**config.mk**
```make
export PLATFORM = sky130hd
export DESIGN_NAME = chte_ctrl
export DESIGN_NICKNAME = d
export VERILOG_FILES = /design/src/sv/chte_pkg.sv /design/src/sv/chte_ctrl.sv
export SDC_FILE = /design/constraint.sdc
export NUM_CORES = 1
export LEC_CHECK = 0
export BUFFER_PORTS_ARGS = -buffer_cell sky130_fd_sc_hd__buf_4
export CAP_MARGIN = 30
export CORE_AREA = 2 2 39 41
export DETAILED_ROUTE_END_ITERATION = 8
export DIE_AREA = 0 0 41 43
export SLEW_MARGIN = 15
export SYNTH_ARGS = -nofsm -noshare
export SYNTH_HDL_FRONTEND = slang
export SYNTH_SLANG_ARGS = --single-unit
```
**constraint.sdc**
```tcl
create_clock -name clk -period 2.8 [get_ports clk]
set_clock_uncertainty 0.05 [all_clocks]
set_input_delay 0.14 -clock clk [delete_from_list [all_inputs] [get_ports clk]]
set_output_delay 0.14 -clock clk [all_outputs]
set_load 0.1 [all_outputs]
```
**src/sv/chte_pkg.sv**
```systemverilog
// ----------------------------------------------------------------------------
// chte_pkg: shared types and constants of the chained hash table engine
// Holds the controller state type, the response codes and the
// command and status groups passed between controller and datapath.
// ----------------------------------------------------------------------------
`default_nettype none
package chte_pkg;

	// integer mix hash multiplier
	localparam logic [31:0] HASH_MUL = 32'h045d_9f3b;
	// bucket count after reset
	localparam logic [10:0] BUCKETS_RESET = 11'd1021;
	// request kinds
	localparam logic ACT_INSERT = 1'b0;
	localparam logic ACT_LOOKUP = 1'b1;

	typedef enum logic [2:0] {
		RSP_NEW   = 3'd0,
		RSP_UPD   = 3'd1,
		RSP_FULL  = 3'd2,
		RSP_FOUND = 3'd3,
		RSP_MISS  = 3'd4
	} rsp_t;

	typedef enum logic [3:0] {
		S_CLEAR,
		S_IDLE,
		S_MIX1,
		S_MIX2,
		S_DINIT,
		S_DIV,
		S_HREAD,
		S_HCHK,
		S_EREAD,
		S_ECHK,
		S_FIN,
		S_LINK,
		S_OUT
	} state_t;

	typedef struct packed {
		logic clr;
		logic load_in;
		logic mix1;
		logic mix2;
		logic div_init;
		logic div_step;
		logic head_chk;
		logic ent_chk;
		logic fin;
		logic link;
		logic out_load;
	} cmd_t;

	typedef struct packed {
		logic clr_last;
		logic div_last;
		logic head_vld;
		logic key_hit;
		logic nxt_vld;
		logic alloc;
		logic out_free;
	} sts_t;

endpackage
`default_nettype wire

```
**src/sv/chte_ctrl.sv**
```systemverilog
// ----------------------------------------------------------------------------
// chte_ctrl: request sequencer
// Steps each request through hashing, bucket selection, chain walk,
// table update and response hand-off.
// ----------------------------------------------------------------------------
`default_nettype none
module chte_ctrl import chte_pkg::*; (
	input  wire logic clk,
	input  wire logic arst_n,
	input  wire logic in_valid,
	output logic      in_ready,
	input  wire sts_t sts,
	output cmd_t      cmd
);

	state_t state_q, state_d;

	// state register
	always_ff @(posedge clk or negedge arst_n) begin
		if (!arst_n) begin
			state_q <= S_CLEAR;
		end else begin
			state_q <= state_d;
		end
	end

	// next state
	always_comb begin
		state_d = state_q;
		unique case (state_q)
			S_CLEAR: if (sts.clr_last) state_d = S_IDLE;
			S_IDLE:  if (in_valid) state_d = S_MIX1;
			S_MIX1:  state_d = S_MIX2;
			S_MIX2:  state_d = S_DINIT;
			S_DINIT: state_d = S_DIV;
			S_DIV:   if (sts.div_last) state_d = S_HREAD;
			S_HREAD: state_d = S_HCHK;
			S_HCHK:  state_d = sts.head_vld ? S_EREAD : S_FIN;
			S_EREAD: state_d = S_ECHK;
			S_ECHK: begin
				priority if (sts.key_hit) state_d = S_FIN;
				else if (sts.nxt_vld) state_d = S_EREAD;
				else state_d = S_FIN;
			end
			S_FIN:   state_d = sts.alloc ? S_LINK : S_OUT;
			S_LINK:  state_d = S_OUT;
			S_OUT:   if (sts.out_free) state_d = S_IDLE;
			default: state_d = S_CLEAR;
		endcase
	end

	// commands
	always_comb begin
		cmd      = '0;
		in_ready = 1'b0;
		unique case (state_q)
			S_CLEAR: cmd.clr = 1'b1;
			S_IDLE: begin
				in_ready    = 1'b1;
				cmd.load_in = in_valid;
			end
			S_MIX1:  cmd.mix1 = 1'b1;
			S_MIX2:  cmd.mix2 = 1'b1;
			S_DINIT: cmd.div_init = 1'b1;
			S_DIV:   cmd.div_step = 1'b1;
			S_HCHK:  cmd.head_chk = 1'b1;
			S_ECHK:  cmd.ent_chk = 1'b1;
			S_FIN:   cmd.fin = 1'b1;
			S_LINK:  cmd.link = 1'b1;
			S_OUT:   cmd.out_load = sts.out_free;
			default: cmd = '0;
		endcase
	end

endmodule
`default_nettype wire

```
==> results.py <==
metrics = {
    "route": {
        "met1Wirelength_um": 480,
        "wl_met3_um": 53,
        "detail_route.wl_per_cell_um": 11.1,
        "wl_met2_um": 469,
        "drt_iter0_drc": 8,
        "ant_nets": 0,
        "firstDrtPassIters": 4,
        "routed.top_layer": "met3",
        "drc": 0,
        "routed_wl_mm": 1.00,
        "vias_per_cell": 4.77,
        "routed-via-count": 429,
    },
    "die": {
        "die-area_sq_mm": 0.00176,
        "io_pins": 22,
        "die_y_um": 43,
        "rows": 14,
        "die_w_um": 41,
        "core_area_sq_mm": 0.00138,
        "start_util_pct": 28.9,
    },
    "sta": {
        "max_freq_ghz": 0.530,
        "worst_slew_pin_slew_ns": 0.526,
        "drv_slew": 0,
        "relSlewSlack_pct": 64.9,
        "finalHoldViolations": 0,
        "setup_viol": 0,
        "rsz0062_at_grt": "false",
        "period_share_pct": 67.4,
        "min_period_ns": 1.89,
        "fin_ws_ns": 0.914,
    },
    "setup_path": {
        "critPathLaunchType": "flop",
        "arrival_ns": 1.70,
        "cp_max_fo": 17,
        "critPathKind": "reg -> out",
        "cp.required_ns": 2.61,
        "end_kind": "output pin",
    },
    "job": {
        "maxCapViolCount": 0,
    },
    "synth": {
        "synth-simple-area-share_pct": 35.3,
        "synth_edf_count": 0,
        "syn_nets": 63,
        "yosys.area_share.adder_pct": 0,
        "synth_xor_area_share_pct": 0,
        "ys_warn_count": 0,
        "synth_top_family_by_area": "simple AND/OR/NAND/NOR gates",
        "syn_inst": 53,
        "synth_area_sq_um": 400,
        "ys_seq_area_share_pct": 25.0,
        "ys_ff_latch": 4,
        "ys.flop_type": "dfrtp_1",
        "synth-compound-area-share_pct": 23.8,
        "avgSynthCellArea_sq_um": 7.55,
        "yosysUniqueCellTypes": 25,
        "muxShareOfSynthArea_pct": 7.50,
        "async_reset_ff_share_pct": 100,
    },
    "placed_design": {
        "place_congestion": 0.787,
        "portBuffers": 21,
        "pre_cts_slack_ns": 1.06,
        "hpwl_um": 748,
    },
    "global_route": {
        "antenna_found_initial": 0,
        "grt_pass1_vias": 395,
        "grt_pass1_wl_mm": 1.64,
        "grt.overflow.total": 0,
        "grt_use_total_pct": 13.6,
        "grt_max_degree": 18,
    },
    "cts": {
        "numCtsBuffers": 3,
        "post_cts_buffers": 0,
        "cts_buffer_depth": 2,
        "cts_sinks": 4,
        "cts_root_buf": "clkbuf_4",
        "cts_tree": "yes",
        "insertion_delay_ns": 0.23,
        "htreeDepth": 1,
        "clkTransAtPathRegs_ns": 0.04,
    },
    "final_layout": {
        "top_register": "state_q",
        "nFillCells": 151,
        "nets": 86,
        "antenna_cells": 0,
        "layout_commonest_cell": "buf_4",
        "drive_above_1_share_pct": 44.6,
        "top_regs": "state_q: 4 flops",
        "layout_common_cells": "21 x buf_4, 7 x nor2_1, 5 x nand2_1, 4 x inv_1, 4 x dfrtp_1",
        "area_growth_pct": 51.9,
        "largest_reg_flops": 4,
    },
    "run_status": {
        "outcome": "finished, final reports clean",
    },
    "worst_hold_path": {
        "hold_path_class": "in -> async",
    },
}
per-layer routing:
metal  vias up  GRT usage (%)
li1        230              -
met1       186           19.7
met2        13           17.5
met3         0           4.71
met4         0           6.00
met5         -              0
path summary, 6_finish.rpt:
| check | slack (ns) | endpoint | cells after the start | start |
|---|---|---|---|---|
| max in group asynchronous | 2.40 | state_q[3] | 2 | arst_n |
| hold / removal | 0.20 | state_q[0] | 2 | arst_n |
| hold reg to reg | 0.79 | state_q[1] | 2 | state_q[1] |
| setup reg to reg | 1.05 | state_q[0] | 4 | state_q[2] |
| setup / recovery | 0.91 | cmd[6] | 3 | state_q[2] |
| min in group clk | 0.23 | state_q[3] | 3 | sts[0] |
cells by family after synthesis:
| group | after synthesis |
|---|---|
| and+or+nand+nor | 27 |
| AOI/OAI and AO/OA | 12 |
| buffers and inverters | 8 |
| DFF | 4 |
| muxes | 2 |
synth_stat cells (all sizes together) (2+ instances only):
| master | n | area (sq um) |
|---|---|---|
| nor3 | 5 | 25.0 |
| inv | 4 | 15.0 |
| buf | 3 | 15.0 |
| mux2 | 2 | 30.0 |
| a21oi | 3 | 15.0 |
| nor2 | 7 | 26.3 |
| nand2 | 5 | 18.8 |
| dfrtp | 4 | 100 |
| o21ai | 2 | 13.8 |
| nand2b | 3 | 18.8 |
| a31oi | 2 | 12.5 |
critical path, cell delays in order, from the launching register on:
cell and delay [ns]:
dfrtp_1 0.66, or2b_1 0.32, nor3_1 0.16, buf_4 0.32
cell type report:
type | instances | area, sq um | share of cell area, %
tap | 16 | 20.0 | 3.29
timing repair buffer | 22 | 168 | 27.6
sequential | 4 | 100 | 16.5
clock buffer | 3 | 22.5 | 3.70
multi-input combinational | 41 | 283 | 46.5
inverter | 4 | 15.0 | 2.47
stage by stage:
stage,utilization [%],setup TNS [ns],cells,hold WS [ns],area (sq um)
CTS,43.9,0,90,0.187,608
global route,43.9,0,90,0.210,608
finish,43.9,0,90,0.196,608
floorplan,-,-0.577,53,-0.206,417
global placement,41.6,0,86,-0.115,576
detailed placement,41.6,0,86,-0.114,576
what timing repair did:
action	4_1_cts	5_1_grt
hold buffers	1	0
hold endpoints to repair	4	0
gates resized for setup	0	0
Power is not shown: default switching activity piles up to over one toggle a cycle in this logic, so the estimate is an artifact.
